<file path="src/svwm_pkg.sv">
// shared types and constants for the supply voltage window monitor
`timescale 1ns / 1ps

package svwm_pkg;

	// configuration register indexes
	localparam int CFG_IDX_W = 3;
	localparam logic [CFG_IDX_W-1:0] REG_GAIN         = 3'd0;
	localparam logic [CFG_IDX_W-1:0] REG_OFFSET_PU    = 3'd1;
	localparam logic [CFG_IDX_W-1:0] REG_RVP_OFF_COMP = 3'd2;
	localparam logic [CFG_IDX_W-1:0] REG_MIN_VOLTAGE  = 3'd3;
	localparam logic [CFG_IDX_W-1:0] REG_MAX_VOLTAGE  = 3'd4;
	localparam logic [CFG_IDX_W-1:0] REG_HYST_LOW     = 3'd5;
	localparam logic [CFG_IDX_W-1:0] REG_HYST_HIGH    = 3'd6;
	localparam logic [CFG_IDX_W-1:0] REG_EVENT_LIMIT  = 3'd7;

	// reset values
	localparam logic [15:0] GAIN_RST        = 16'd32768;
	localparam logic [15:0] OFFSET_PU_RST   = 16'd0;
	localparam logic [15:0] RVP_COMP_RST    = 16'd0;
	localparam logic [15:0] MIN_VOLTAGE_RST = 16'd0;
	localparam logic [15:0] MAX_VOLTAGE_RST = 16'hFFFF;
	localparam logic [15:0] HYST_LOW_RST    = 16'd0;
	localparam logic [15:0] HYST_HIGH_RST   = 16'd0;
	localparam logic [7:0]  EVENT_LIMIT_RST = 8'd8;

	localparam int CONV_W      = 8;
	localparam int QUEUE_DEPTH = 2;

	typedef enum logic [1:0] {
		DIAG_OK    = 2'd0,
		DIAG_UNDER = 2'd1,
		DIAG_OVER  = 2'd2
	} diag_t;

	// one scaled item between front and back
	typedef struct packed {
		logic [15:0] volt_base;
		logic        rvp_on;
		logic        check_tick;
	} q_entry_t;

	// window and debounce settings used by the back end
	typedef struct packed {
		logic [15:0] rvp_off_comp;
		logic [15:0] min_voltage;
		logic [15:0] max_voltage;
		logic [15:0] hyst_low;
		logic [15:0] hyst_high;
		logic [7:0]  event_limit;
	} window_cfg_t;

	// front end status toward the top level
	typedef struct packed {
		logic busy;
		logic push;
	} front_status_t;

endpackage

</file>
<file path="src/supply_voltage_window_monitor.sv">
// top level of the supply voltage window monitor
`timescale 1ns / 1ps
// usage:
// - input channel (in_valid / in_stall) carries one raw converter sample with
//   the reverse protection flag and the check tick; one transfer per sample
// - output channel (out_valid / out_stall) returns one result per sample:
//   latched fault, diagnostic code and compensated per-unit voltage
// - config channel (cfg_valid / cfg_ready, cfg_index, cfg_data) writes the
//   eight settings registers; cfg_ready is always high, unknown data bits
//   above a register's width are dropped; write only while the block is idle
// - from input transfer to out_valid, the sample times gain product is
//   registered in the front stage, the conversion multiply and offset are
//   written into the queue, then the window test into the result register;
//   a full queue or a stalling receiver can hold each step
// - one item per cycle is sustained while the receiver does not stall; the rate
//   is set by the result register, refilled in the cycle the previous result leaves
// - when the receiver stalls, the result holds, the two-entry queue fills,
//   then the front stage holds and in_stall rises
// - reset empties the queue and result register, drops the fault, loads the
//   event counter with the reset event limit and the registers with defaults

module supply_voltage_window_monitor import svwm_pkg::*; #(
	parameter int SCALE_SHIFT = 15,
	parameter int CONV_FACTOR = 1
) (
	input  logic                 clk,
	input  logic                 arst_n,
	input  logic                 in_valid,
	output logic                 in_stall,
	input  logic [15:0]          adc_sample,
	input  logic                 rvp_on,
	input  logic                 check_tick,
	output logic                 out_valid,
	input  logic                 out_stall,
	output logic                 fault,
	output logic [1:0]           diag_code,
	output logic [15:0]          voltage_pu,
	input  logic                 cfg_valid,
	output logic                 cfg_ready,
	input  logic [CFG_IDX_W-1:0] cfg_index,
	input  logic [15:0]          cfg_data
);

	// settings registers
	logic [15:0] gain_q;
	logic [15:0] offset_pu_q;
	logic [15:0] rvp_off_comp_q;
	logic [15:0] min_voltage_q;
	logic [15:0] max_voltage_q;
	logic [15:0] hyst_low_q;
	logic [15:0] hyst_high_q;
	logic [7:0]  event_limit_q;

	// front to queue to back
	logic          q_push;
	logic          q_full;
	logic          q_pop;
	logic          q_valid;
	q_entry_t      wr_entry;
	q_entry_t      rd_entry;
	front_status_t front_st;
	window_cfg_t   wcfg;

	assign cfg_ready = 1'b1;

	// register file write, one register per transfer
	always_ff @(posedge clk or negedge arst_n) begin
		if (!arst_n) begin
			gain_q         <= GAIN_RST;
			offset_pu_q    <= OFFSET_PU_RST;
			rvp_off_comp_q <= RVP_COMP_RST;
			min_voltage_q  <= MIN_VOLTAGE_RST;
			max_voltage_q  <= MAX_VOLTAGE_RST;
			hyst_low_q     <= HYST_LOW_RST;
			hyst_high_q    <= HYST_HIGH_RST;
			event_limit_q  <= EVENT_LIMIT_RST;
		end else if (cfg_valid && cfg_ready) begin
			unique case (cfg_index)
				REG_GAIN:         gain_q         <= cfg_data;
				REG_OFFSET_PU:    offset_pu_q    <= cfg_data;
				REG_RVP_OFF_COMP: rvp_off_comp_q <= cfg_data;
				REG_MIN_VOLTAGE:  min_voltage_q  <= cfg_data;
				REG_MAX_VOLTAGE:  max_voltage_q  <= cfg_data;
				REG_HYST_LOW:     hyst_low_q     <= cfg_data;
				REG_HYST_HIGH:    hyst_high_q    <= cfg_data;
				REG_EVENT_LIMIT:  event_limit_q  <= cfg_data[7:0];
				default:          gain_q         <= gain_q;
			endcase
		end
	end

	// back end settings travel as one group
	assign wcfg.rvp_off_comp = rvp_off_comp_q;
	assign wcfg.min_voltage  = min_voltage_q;
	assign wcfg.max_voltage  = max_voltage_q;
	assign wcfg.hyst_low     = hyst_low_q;
	assign wcfg.hyst_high    = hyst_high_q;
	assign wcfg.event_limit  = event_limit_q;

	// front end: gain multiply, shift, conversion and offset
	svwm_front #(
		.SCALE_SHIFT (SCALE_SHIFT),
		.CONV_FACTOR (CONV_FACTOR)
	) u_front (
		.clk        (clk),
		.arst_n     (arst_n),
		.in_valid   (in_valid),
		.in_stall   (in_stall),
		.adc_sample (adc_sample),
		.rvp_on     (rvp_on),
		.check_tick (check_tick),
		.gain       (gain_q),
		.offset_pu  (offset_pu_q),
		.q_full     (q_full),
		.q_push     (q_push),
		.q_entry    (wr_entry),
		.status     (front_st)
	);

	// decoupling queue, lets the front keep taking samples during a stall
	svwm_queue u_queue (
		.clk      (clk),
		.arst_n   (arst_n),
		.push     (q_push),
		.wr_entry (wr_entry),
		.full     (q_full),
		.pop      (q_pop),
		.rd_valid (q_valid),
		.rd_entry (rd_entry)
	);

	// back end: compensation, window with hysteresis, debounce counter
	svwm_back u_back (
		.clk        (clk),
		.arst_n     (arst_n),
		.q_valid    (q_valid),
		.q_entry    (rd_entry),
		.q_pop      (q_pop),
		.wcfg       (wcfg),
		.out_valid  (out_valid),
		.out_stall  (out_stall),
		.fault      (fault),
		.diag_code  (diag_code),
		.voltage_pu (voltage_pu)
	);

	// queue never written while full
	assert property (@(posedge clk) disable iff (!arst_n) !(q_push && q_full))
		else $error("queue push while full");

	// queue never read while empty
	assert property (@(posedge clk) disable iff (!arst_n) !(q_pop && !q_valid))
		else $error("queue pop while empty");

	// the input side only stalls while the front stage holds a sample it cannot push
	assert property (@(posedge clk) disable iff (!arst_n)
		in_stall |-> (front_st.busy && !front_st.push))
		else $error("input stalled without a blocked front item");

endmodule

</file>
<file path="src/svwm_front.sv">
// front end: accepts samples, scales them and pushes them into the queue
`timescale 1ns / 1ps

module svwm_front import svwm_pkg::*; #(
	parameter int SCALE_SHIFT = 15,
	parameter int CONV_FACTOR = 1
) (
	input  logic          clk,
	input  logic          arst_n,
	input  logic          in_valid,
	output logic          in_stall,
	input  logic [15:0]   adc_sample,
	input  logic          rvp_on,
	input  logic          check_tick,
	input  logic [15:0]   gain,
	input  logic [15:0]   offset_pu,
	input  logic          q_full,
	output logic          q_push,
	output q_entry_t      q_entry,
	output front_status_t status
);

	localparam logic [CONV_W-1:0] CONV = CONV_W'(CONV_FACTOR);

	logic        valid_s1;
	logic [31:0] prod_s1;
	logic        rvp_s1;
	logic        tick_s1;
	logic        accept;
	logic [31:0] shifted;
	logic [15:0] scaled;
	logic [23:0] conv_prod;

	assign q_push   = valid_s1 && !q_full;
	assign in_stall = valid_s1 && q_full;
	assign accept   = in_valid && !in_stall;

	always_ff @(posedge clk or negedge arst_n) begin
		if (!arst_n) begin
			valid_s1 <= 1'b0;
		end else if (accept) begin
			valid_s1 <= 1'b1;
		end else if (q_push) begin
			valid_s1 <= 1'b0;
		end
	end

	// raw product registered before the conversion multiply
	always_ff @(posedge clk) begin
		if (accept) begin
			prod_s1 <= 32'(adc_sample) * 32'(gain);
			rvp_s1  <= rvp_on;
			tick_s1 <= check_tick;
		end
	end

	always_comb begin
		shifted              = prod_s1 >> SCALE_SHIFT;
		scaled               = shifted[15:0];
		conv_prod            = 24'(scaled) * 24'(CONV);
		q_entry.volt_base    = conv_prod[15:0] + offset_pu;
		q_entry.rvp_on       = rvp_s1;
		q_entry.check_tick   = tick_s1;
	end

	assign status.busy = valid_s1;
	assign status.push = q_push;

endmodule

</file>
<file path="src/svwm_queue.sv">
// short queue between the front and back ends
`timescale 1ns / 1ps

module svwm_queue import svwm_pkg::*; (
	input  logic     clk,
	input  logic     arst_n,
	input  logic     push,
	input  q_entry_t wr_entry,
	output logic     full,
	input  logic     pop,
	output logic     rd_valid,
	output q_entry_t rd_entry
);

	localparam int PTR_W = (QUEUE_DEPTH > 1) ? $clog2(QUEUE_DEPTH) : 1;
	localparam int CNT_W = $clog2(QUEUE_DEPTH + 1);
	localparam logic [PTR_W-1:0] LAST = PTR_W'(QUEUE_DEPTH - 1);
	localparam logic [CNT_W-1:0] FULL_CNT = CNT_W'(QUEUE_DEPTH);

	q_entry_t         slot_q [QUEUE_DEPTH];
	logic [PTR_W-1:0] wr_ptr_q;
	logic [PTR_W-1:0] rd_ptr_q;
	logic [CNT_W-1:0] cnt_q;

	assign full     = (cnt_q == FULL_CNT);
	assign rd_valid = (cnt_q != '0);
	assign rd_entry = slot_q[rd_ptr_q];

	always_ff @(posedge clk or negedge arst_n) begin
		if (!arst_n) begin
			wr_ptr_q <= '0;
			rd_ptr_q <= '0;
			cnt_q    <= '0;
		end else begin
			if (push) begin
				wr_ptr_q <= (wr_ptr_q == LAST) ? '0 : wr_ptr_q + 1'b1;
			end
			if (pop) begin
				rd_ptr_q <= (rd_ptr_q == LAST) ? '0 : rd_ptr_q + 1'b1;
			end
			if (push && !pop) begin
				cnt_q <= cnt_q + 1'b1;
			end else if (pop && !push) begin
				cnt_q <= cnt_q - 1'b1;
			end
		end
	end

	always_ff @(posedge clk) begin
		if (push) begin
			slot_q[wr_ptr_q] <= wr_entry;
		end
	end

endmodule

</file>
<file path="src/svwm_back.sv">
// back end: compensation, window test, event debounce and result register
`timescale 1ns / 1ps

module svwm_back import svwm_pkg::*; (
	input  logic        clk,
	input  logic        arst_n,
	input  logic        q_valid,
	input  q_entry_t    q_entry,
	output logic        q_pop,
	input  window_cfg_t wcfg,
	output logic        out_valid,
	input  logic        out_stall,
	output logic        fault,
	output logic [1:0]  diag_code,
	output logic [15:0] voltage_pu
);

	logic        out_valid_q;
	logic        fault_q;
	logic [7:0]  cnt_q;
	diag_t       diag_q;
	logic [15:0] volt_q;

	logic [15:0] volt;
	logic [15:0] lo;
	logic [15:0] hi;
	diag_t       diag;
	logic [7:0]  cnt_tick;
	logic [7:0]  cnt_next;
	logic        fault_next;

	// take the next item whenever the result register is free or emptying
	assign q_pop = q_valid && (!out_valid_q || !out_stall);

	always_comb begin
		volt = q_entry.volt_base + (q_entry.rvp_on ? 16'd0 : wcfg.rvp_off_comp);
		lo   = fault_q ? wcfg.min_voltage + wcfg.hyst_low : wcfg.min_voltage;
		hi   = fault_q ? wcfg.max_voltage - wcfg.hyst_high : wcfg.max_voltage;
		priority if (volt <= lo) begin
			diag = DIAG_UNDER;
		end else if (volt >= hi) begin
			diag = DIAG_OVER;
		end else begin
			diag = DIAG_OK;
		end
	end

	always_comb begin
		cnt_tick = cnt_q;
		if (q_entry.check_tick) begin
			if (diag == DIAG_OK) begin
				cnt_tick = '0;
			end else if (cnt_q != 8'hFF) begin
				cnt_tick = cnt_q + 8'd1;
			end
		end
		if (cnt_tick >= wcfg.event_limit) begin
			cnt_next   = wcfg.event_limit;
			fault_next = 1'b1;
		end else begin
			cnt_next   = cnt_tick;
			fault_next = 1'b0;
		end
	end

	always_ff @(posedge clk or negedge arst_n) begin
		if (!arst_n) begin
			out_valid_q <= 1'b0;
			fault_q     <= 1'b0;
			cnt_q       <= EVENT_LIMIT_RST;
		end else begin
			if (q_pop) begin
				out_valid_q <= 1'b1;
				fault_q     <= fault_next;
				cnt_q       <= cnt_next;
			end else if (!out_stall) begin
				out_valid_q <= 1'b0;
			end
		end
	end

	always_ff @(posedge clk) begin
		if (q_pop) begin
			diag_q <= diag;
			volt_q <= volt;
		end
	end

	assign out_valid  = out_valid_q;
	assign fault      = fault_q;
	assign diag_code  = diag_q;
	assign voltage_pu = volt_q;

endmodule

</file>
<file path="config.mk">
export PLATFORM = sky130hd
export DESIGN_NAME = supply_voltage_window_monitor
export DESIGN_NICKNAME = d
export VERILOG_FILES = /design/src/svwm_pkg.sv /design/src/supply_voltage_window_monitor.sv /design/src/svwm_front.sv /design/src/svwm_queue.sv /design/src/svwm_back.sv
export SDC_FILE = /design/constraint.sdc
export NUM_CORES = 1
export LEC_CHECK = 0
export ABC_CLOCK_PERIOD_IN_PS = 7400
export BUFFER_PORTS_ARGS = -buffer_cell sky130_fd_sc_hd__buf_2
export CORE_MARGIN = 2
export CORE_UTILIZATION = 45
export DETAILED_ROUTE_END_ITERATION = 7
export GPL_TIMING_DRIVEN = 0
export SETUP_SLACK_MARGIN = 0.1
export SYNTH_ARGS = -nofsm -noshare
export SYNTH_HDL_FRONTEND = slang
export SYNTH_SLANG_ARGS = --single-unit
</file>
<file path="constraint.sdc">
create_clock -name clk -period 7.4 [get_ports clk]
set_input_delay 1.48 -clock clk [delete_from_list [all_inputs] [get_ports clk]]
set_output_delay 1.48 -clock clk [all_outputs]
set_load 0.01 [all_outputs]
</file>
==> results of run 1 <==
==> metal layers <==
metal	part of all wire, %	routed length, um	vias up	global-route usage [%]
li1	-	-	6597	-
met1	44	19860	6853	27.52
met2	49	22410	319	37.06
met3	4.7	2147	57	2.006
met4	1.9	869	0	4.574
met5	0	0	-	0
==> stage by stage <==
| step | setup TNS (ps) | instance area (sq um) | utilization, % | worst slack [ps] |
|---|---|---|---|---|
| final | 0 | 22210 | 51.34 | 378.9 |
| after global routing | 0 | 22210 | 51.34 | 102.5 |
| after CTS | 0 | 21920 | 50.67 | 111.3 |
| after detailed placement | -28020 | 20900 | 48.30 | -2096 |
| after global placement | -26580 | 20850 | 48.18 | -2028 |
| after floorplan | 0 | 19830 | - | 197.3 |
==> placed cells by master, fill, tap and decap left out, types with 6 or more instances in the layout <==
| cell | count |
|---|---|
| inv_1 | 299 |
| ha_1 | 197 |
| fa_1 | 195 |
| nand2_1 | 182 |
| mux2_2 | 134 |
| and2_1 | 130 |
| dfrtp_1 | 116 |
| edfxtp_1 | 72 |
| nor2_1 | 58 |
| buf_2 | 55 |
| a21oi_1 | 54 |
| xnor2_1 | 43 |
| clkbuf_1 | 41 |
| a21o_1 | 36 |
| o21ai_0 | 35 |
| nor3_1 | 30 |
| clkbuf_16 | 25 |
| buf_4 | 23 |
| xor2_1 | 22 |
| nand3_1 | 21 |
| dfstp_2 | 19 |
| nor2b_1 | 14 |
| mux2i_1 | 11 |
| nand4_1 | 11 |
| o21bai_1 | 10 |
| a211oi_1 | 9 |
| and3_1 | 9 |
| o211ai_1 | 9 |
| nand2b_1 | 8 |
| nand3b_1 | 8 |
| nor3b_1 | 8 |
| o31a_1 | 7 |
| buf_6 | 6 |
| a21oi_2 | 6 |
| o21a_1 | 6 |
| a31oi_1 | 6 |
==> cells by family (layout without fill, tap and decap cells) <==
| group | Yosys count | in the layout |
|---|---|---|
| fa+ha+maj | 395 | 395 |
| mux | 148 | 148 |
| compound gates | 237 | 237 |
| buf+inv | 362 | 476 |
| xor+xnor | 68 | 68 |
| other cells | 1 | 2 |
| flops | 207 | 207 |
| simple gates | 512 | 512 |
==> how the worst max path moves through the flow <==
| stage | slack, ps | depth (start not counted) | startpoint | to |
|---|---|---|---|---|
| floorplan | 200 | 23 | adc_sample[10] | u_front.prod_s1[30] |
| global placement | -2030 | 29 | u_queue.rd_ptr_q | u_back.fault |
| detailed placement | -2100 | 31 | u_queue.rd_ptr_q | u_back.fault |
| CTS | 110 | 34 | u_queue.rd_ptr_q | u_back.cnt_q[5] |
| global route | 100 | 24 | adc_sample[9] | u_front.prod_s1[30] |
| finish | 380 | 33 | u_queue.rd_ptr_q | u_back.cnt_q[5] |
==> cell type report <==
type	instances	area share [%]
antenna	1	0.01127
buffer	49	1.172
clock buffer	32	3.070
clock inverter	12	0.6984
inverter	300	5.069
multi-input combinational	1361	59.31
sequential	207	25.05
tap	585	3.295
timing repair buffer	83	2.326
==> critical path, delay by kind of cell, from the launching register on <==
family / cells / cell delay, ps
adders and majority gates: 4 / 1040
AOI/OAI and AO/OA: 18 / 3400
muxes: 1 / 200
and+or+nand+nor: 7 / 1380
DFF: 1 / 400
buffers and inverters: 3 / 470
==> timing repair <==
item | 4_1_cts | 5_1_grt
buffers inserted | 6 | 16
hold endpoints to repair | 0 | 0
setup endpoints to repair | 20 | 18
pin swaps | 8 | 29
resized for setup | 42 | 44
gates cloned | 1 | 0
==> cell usage after synthesis (3+ instances only) <==
cell type / number / area, sq um
xor2_1: 22 / 192.7
or3_1: 6 / 37.54
mux2_2: 136 / 1531
a211oi_1: 10 / 75.07
dfrtp_1: 116 / 2903
o31a_1: 7 / 61.31
nor2_1: 59 / 221.5
nand3_1: 22 / 110.1
a2111oi_0: 5 / 43.79
nor3b_1: 8 / 60.06
inv_1: 299 / 1122
a21boi_0: 4 / 30.03
a31oi_1: 7 / 43.79
buf_1: 4 / 15.01
nand2b_1: 9 / 56.30
nand4b_1: 5 / 43.79
edfxtp_1: 72 / 2162
or2_2: 4 / 25.02
o31ai_1: 7 / 52.55
ha_1: 199 / 2490
a21oi_1: 61 / 305.3
nor2b_1: 14 / 87.58
nand3b_1: 8 / 60.06
fa_1: 196 / 3924
nor3_1: 30 / 150.1
mux2i_1: 12 / 120.1
and2_1: 132 / 825.8
xnor2_1: 46 / 402.9
clkbuf_1: 56 / 210.2
a21o_1: 36 / 270.3
nand4_1: 11 / 68.82
dfstp_2: 19 / 499.2
o211ai_1: 9 / 67.56
a211o_1: 3 / 26.28
o21bai_1: 11 / 82.58
o21ai_0: 39 / 195.2
nand2_1: 183 / 686.9
and3_1: 9 / 56.30
o21a_1: 6 / 45.04
o311ai_0: 8 / 70.07
==> flow_summary.json, run 1 <==
{
  "syn_to_final_growth_pct": 12.10,
  "grt_pass1_vias": 14550,
  "drt_iter0_drc": 706,
  "io_pins": 64,
  "chipHeight_um": 213.9,
  "slowest_stage": "or3_4",
  "status": "finished clean",
  "syn_inst": 1930,
  "vias": 13830,
  "routed_via_density": 5.257,
  "rsz0062_at_grt": "no",
  "drc": 0,
  "worstSetupPathType": "flip-flop to flip-flop",
  "holdPathStages": 0,
  "syn_area_per_cell_sq_um": 10.27,
  "drive_gt1_share_pct": 16.34,
  "slew_viol_final": 0,
  "worst_slew_pin_slew_ps": 1302,
  "worstPathRequired_ps": 7810,
  "period_needed_ps": 7021,
  "max_stage_delay_ps": 480,
  "start_util_pct": 45.80,
  "hpwl_mm": 36.65,
  "setup_viol": 0,
  "worstSetupStartpointType": "flip-flop",
  "largest_reg_flops": 36,
  "fin_cells": 2630,
  "ys.warnings.count": 0,
  "dieWidth_um": 213.9,
  "htree_levels": 1,
  "nets": 2463,
  "wl_mm": 45.28,
  "tritoncts": "yes",
  "yosysSeqAreaShare_pct": 28.08,
  "grt_max_degree": 76,
  "finalHoldViolCount": 0,
  "place_inst": 2575,
  "antenna_found_initial": 0,
  "synth_cell_types": 74,
  "drv_cap": 0,
  "whs_ps": 444.2,
  "synth_top_family_by_area": "adder cells",
  "cts_buffers": 24,
  "synth-adder-area-share_pct": 32.37,
  "async_flop_share_pct": 65.22,
  "ant_nets": 0,
  "clock_sinks": 207,
  "dr.pass1.iters": 4,
  "muxShareOfSynthArea_pct": 8.334,
  "arrival_ps": 7430,
  "grtUsageTotal_pct": 20.82,
  "rr_endpoint": "u_back.cnt_q[5]",
  "r2r_start": "u_queue.rd_ptr_q",
  "min_to": "u_queue.slot_q[1][0]",
  "path_common_cell": "a21o_1",
  "syn-num-nets": 2367,
  "nFillCells": 3962,
  "wl_per_cell_um": 17.22,
  "seq_area_sq_um": 5564,
  "endpoint_kind": "flip-flop",
  "min_period_over_period_pct": 94.88,
  "synth-compound-area-share_pct": 8.246,
  "ctsHoldBuffers": 0,
  "cts_root_buffer": "clkbuf_16",
  "rows": 76,
  "die_area_sq_um": 45730,
  "yosys_register_bits": 207,
  "r2r_slack_ps": 380,
  "synthesis.area_sq_um": 19820,
  "clk_pin_slew_ps": 60,
  "synth-xor-area-share_pct": 3.005,
  "max-clock-path-buffers": 3,
  "reg2regPathDepth": 33,
  "clk_latency_ps": 520,
  "hold_start": "u_front.tick_s1",
  "synthSimpleGateAreaFrac_pct": 13.07,
  "synth_edf_count": 72,
  "regMostFlops": "u_queue.slot_q",
  "gp_congestion": 0.8616,
  "skew_ps": 14.46,
  "max_freq_mhz": 142.4,
  "min_path_type": "flip-flop to flip-flop",
  "gr-total-overflow": 0,
  "portBuffers": 58,
  "ys.flop_type": "dfrtp_1",
  "critPathMaxFanout": 6,
  "slew_headroom_pct": 12.54,
  "multi_input_area_sq_um": 13180,
  "core_area_sq_um": 43270,
  "grt_pass1_wl_mm": 75.07
}
Power of run 1 is left out: the tool's default activity adds up to more than one toggle a clock period on the data nets, which glitch-free logic cannot reach.
==> inputs of run 2 (changes only) <==
Settings changed: SYNTH_HIERARCHICAL from default to 1.
==> flow_summary.json, run 2 <==
{
  "status": "finished clean",
  "gr-total-overflow": 0,
  "drt_iter0_drc": 829,
  "placed_cell_area_sq_um": 21050,
  "drive_gt1_share_pct": 16.07,
  "seq_area_sq_um": 5564,
  "reg2regPathDepth": 31,
  "antenna_found_initial": 2,
  "routed_via_density": 5.315,
  "multi_input_area_sq_um": 13170,
  "nets": 2430,
  "worst_slew_pin_slew_ps": 919.8,
  "wl_mm": 49.63,
  "largest_reg_flops": 36,
  "clk_pin_slew_ps": 60,
  "final_common_cell": "inv_1",
  "start_util_pct": 45.38,
  "holdPathStages": 1,
  "slew_viol_final": 0,
  "io_pins": 64,
  "gp_congestion": 0.9164,
  "core_area_sq_um": 44030,
  "worstSetupPathType": "input pin to flip-flop",
  "worstPathRequired_ps": 7670,
  "path_common_cell": "fa_1",
  "chipHeight_um": 214.7,
  "period_needed_ps": 7017,
  "max-clock-path-buffers": 3,
  "clk_latency_ps": 540,
  "rows": 77,
  "path_cells": "buf_2, clkbuf_2, nand2_1, fa_1, inv_1, fa_1, inv_1, fa_1, inv_1, fa_1, fa_1, inv_1, fa_1, inv_1, ha_1, a21o_1, nor3_1, o21ai_1, a31oi_2, o31ai_4, a21oi_1, xnor2_1",
  "slew_headroom_pct": 38.40,
  "drv_cap": 0,
  "setup_viol": 0,
  "syn_area_per_cell_sq_um": 10.46,
  "drc": 0,
  "hpwl_mm": 38.87,
  "finish.instance_area_sq_um": 22010,
  "grt_max_degree": 96,
  "dieWidth_um": 214.7,
  "critPathMaxFanout": 10,
  "ys.warnings.count": 6,
  "nFillCells": 4033,
  "portBuffers": 58,
  "min_path_type": "flip-flop to flip-flop",
  "cts_buffers": 23,
  "htree_levels": 1,
  "slowest_stage": "fa_1",
  "syn_to_final_growth_pct": 10.14,
  "tritoncts": "yes",
  "syn-num-nets": 2347,
  "die_area_sq_um": 46100,
  "vias": 13840,
  "grtUsageTotal_pct": 22.01,
  "grt_pass1_vias": 14180,
  "syn_inst": 1910,
  "rsz0062_at_grt": "yes",
  "synthesis.area_sq_um": 19980,
  "ant_nets": 0,
  "max_stage_delay_ps": 550,
  "max_freq_mhz": 142.5,
  "grt_pass1_wl_mm": 79.34,
  "endpoint_kind": "flip-flop",
  "arrival_ps": 7280,
  "regMostFlops": "u_queue/slot_q",
  "finalHoldViolCount": 0,
  "cts_root_buffer": "clkbuf_16",
  "worstSetupStartpointType": "input pin",
  "wl_per_cell_um": 19.07,
  "min_period_over_period_pct": 94.82,
  "skew_ps": 19.26,
  "clock_sinks": 207,
  "dr.pass1.iters": 6,
  "final_cell_mix": "inv_1 (276), nand2_1 (199), ha_1 (199)"
}
## run 2: layer usage
metal / GRT usage (%) / up-vias / part of all wire [%]
met1: 29.26 / 6955 / 44
met4: 6.481 / 2 / 2.6
met2: 37.95 / 304 / 49
met5: 0 / - / 0.026
met3: 2.463 / 65 / 4.2
li1: - / 6509 / -
## run 2: per-stage QoR
step	hold slack, ps	util [%]	std cells	TNS, ps	worst slack, ps
after floorplan	447.4	-	1910	0	686.4
after global placement	464.3	47.73	2560	-3754	-494.5
after detailed placement	475.6	47.81	2561	-4221	-526.0
after CTS	485.6	49.68	2600	0	104.6
after global routing	507.7	49.98	2602	0	101.4
final	487.7	49.99	2603	0	383.2
## run 2: worst paths after layout
kind | from | endpoint | slack (ps)
max in group asynchronous | arst_n | max_voltage_q[3] | 5670
max | adc_sample[5] | u_front/prod_s1[29] | 380
min in group asynchronous | arst_n | event_limit_q[2] | 850
max reg2reg | u_queue/rd_ptr_q | u_back/cnt_q[4] | 510
min | u_queue/cnt_q[1] | u_queue/cnt_q[1] | 490
min reg2reg | u_queue/cnt_q[1] | u_queue/cnt_q[1] | 490
## run 2: final cells by class
| cell class | count | area share [%] |
|---|---|---|
| plain buffers | 49 | 1.359 |
| diodes | 1 | 0.01137 |
| well taps | 592 | 3.366 |
| inverters | 277 | 4.724 |
| clock inverters | 14 | 0.9608 |
| multi-input cells | 1369 | 59.84 |
| clock buffers | 28 | 2.746 |
| repair buffers | 66 | 1.711 |
| flip-flops and latches | 207 | 25.28 |
## run 2: worst max-delay path, delay by kind of cell
| kind | cells | cell delay, ps |
|---|---|---|
| buffers and inverters | 7 | 890 |
| XOR/XNOR | 1 | 170 |
| AO/OA/AOI/OAI | 5 | 1250 |
| adder cells (fa/ha/maj) | 7 | 3320 |
| AND/OR/NAND/NOR | 2 | 160 |
## run 2: what timing repair did
item | CTS | global route
endpoints found under the setup margin | 8 | 17
gates resized for setup | 2 | 26
hold buffers | 0 | 0
buffers inserted | 0 | 7
pin swaps | 0 | 5
gates cloned | 0 | 1
Power of run 2 is left out for the same reason.
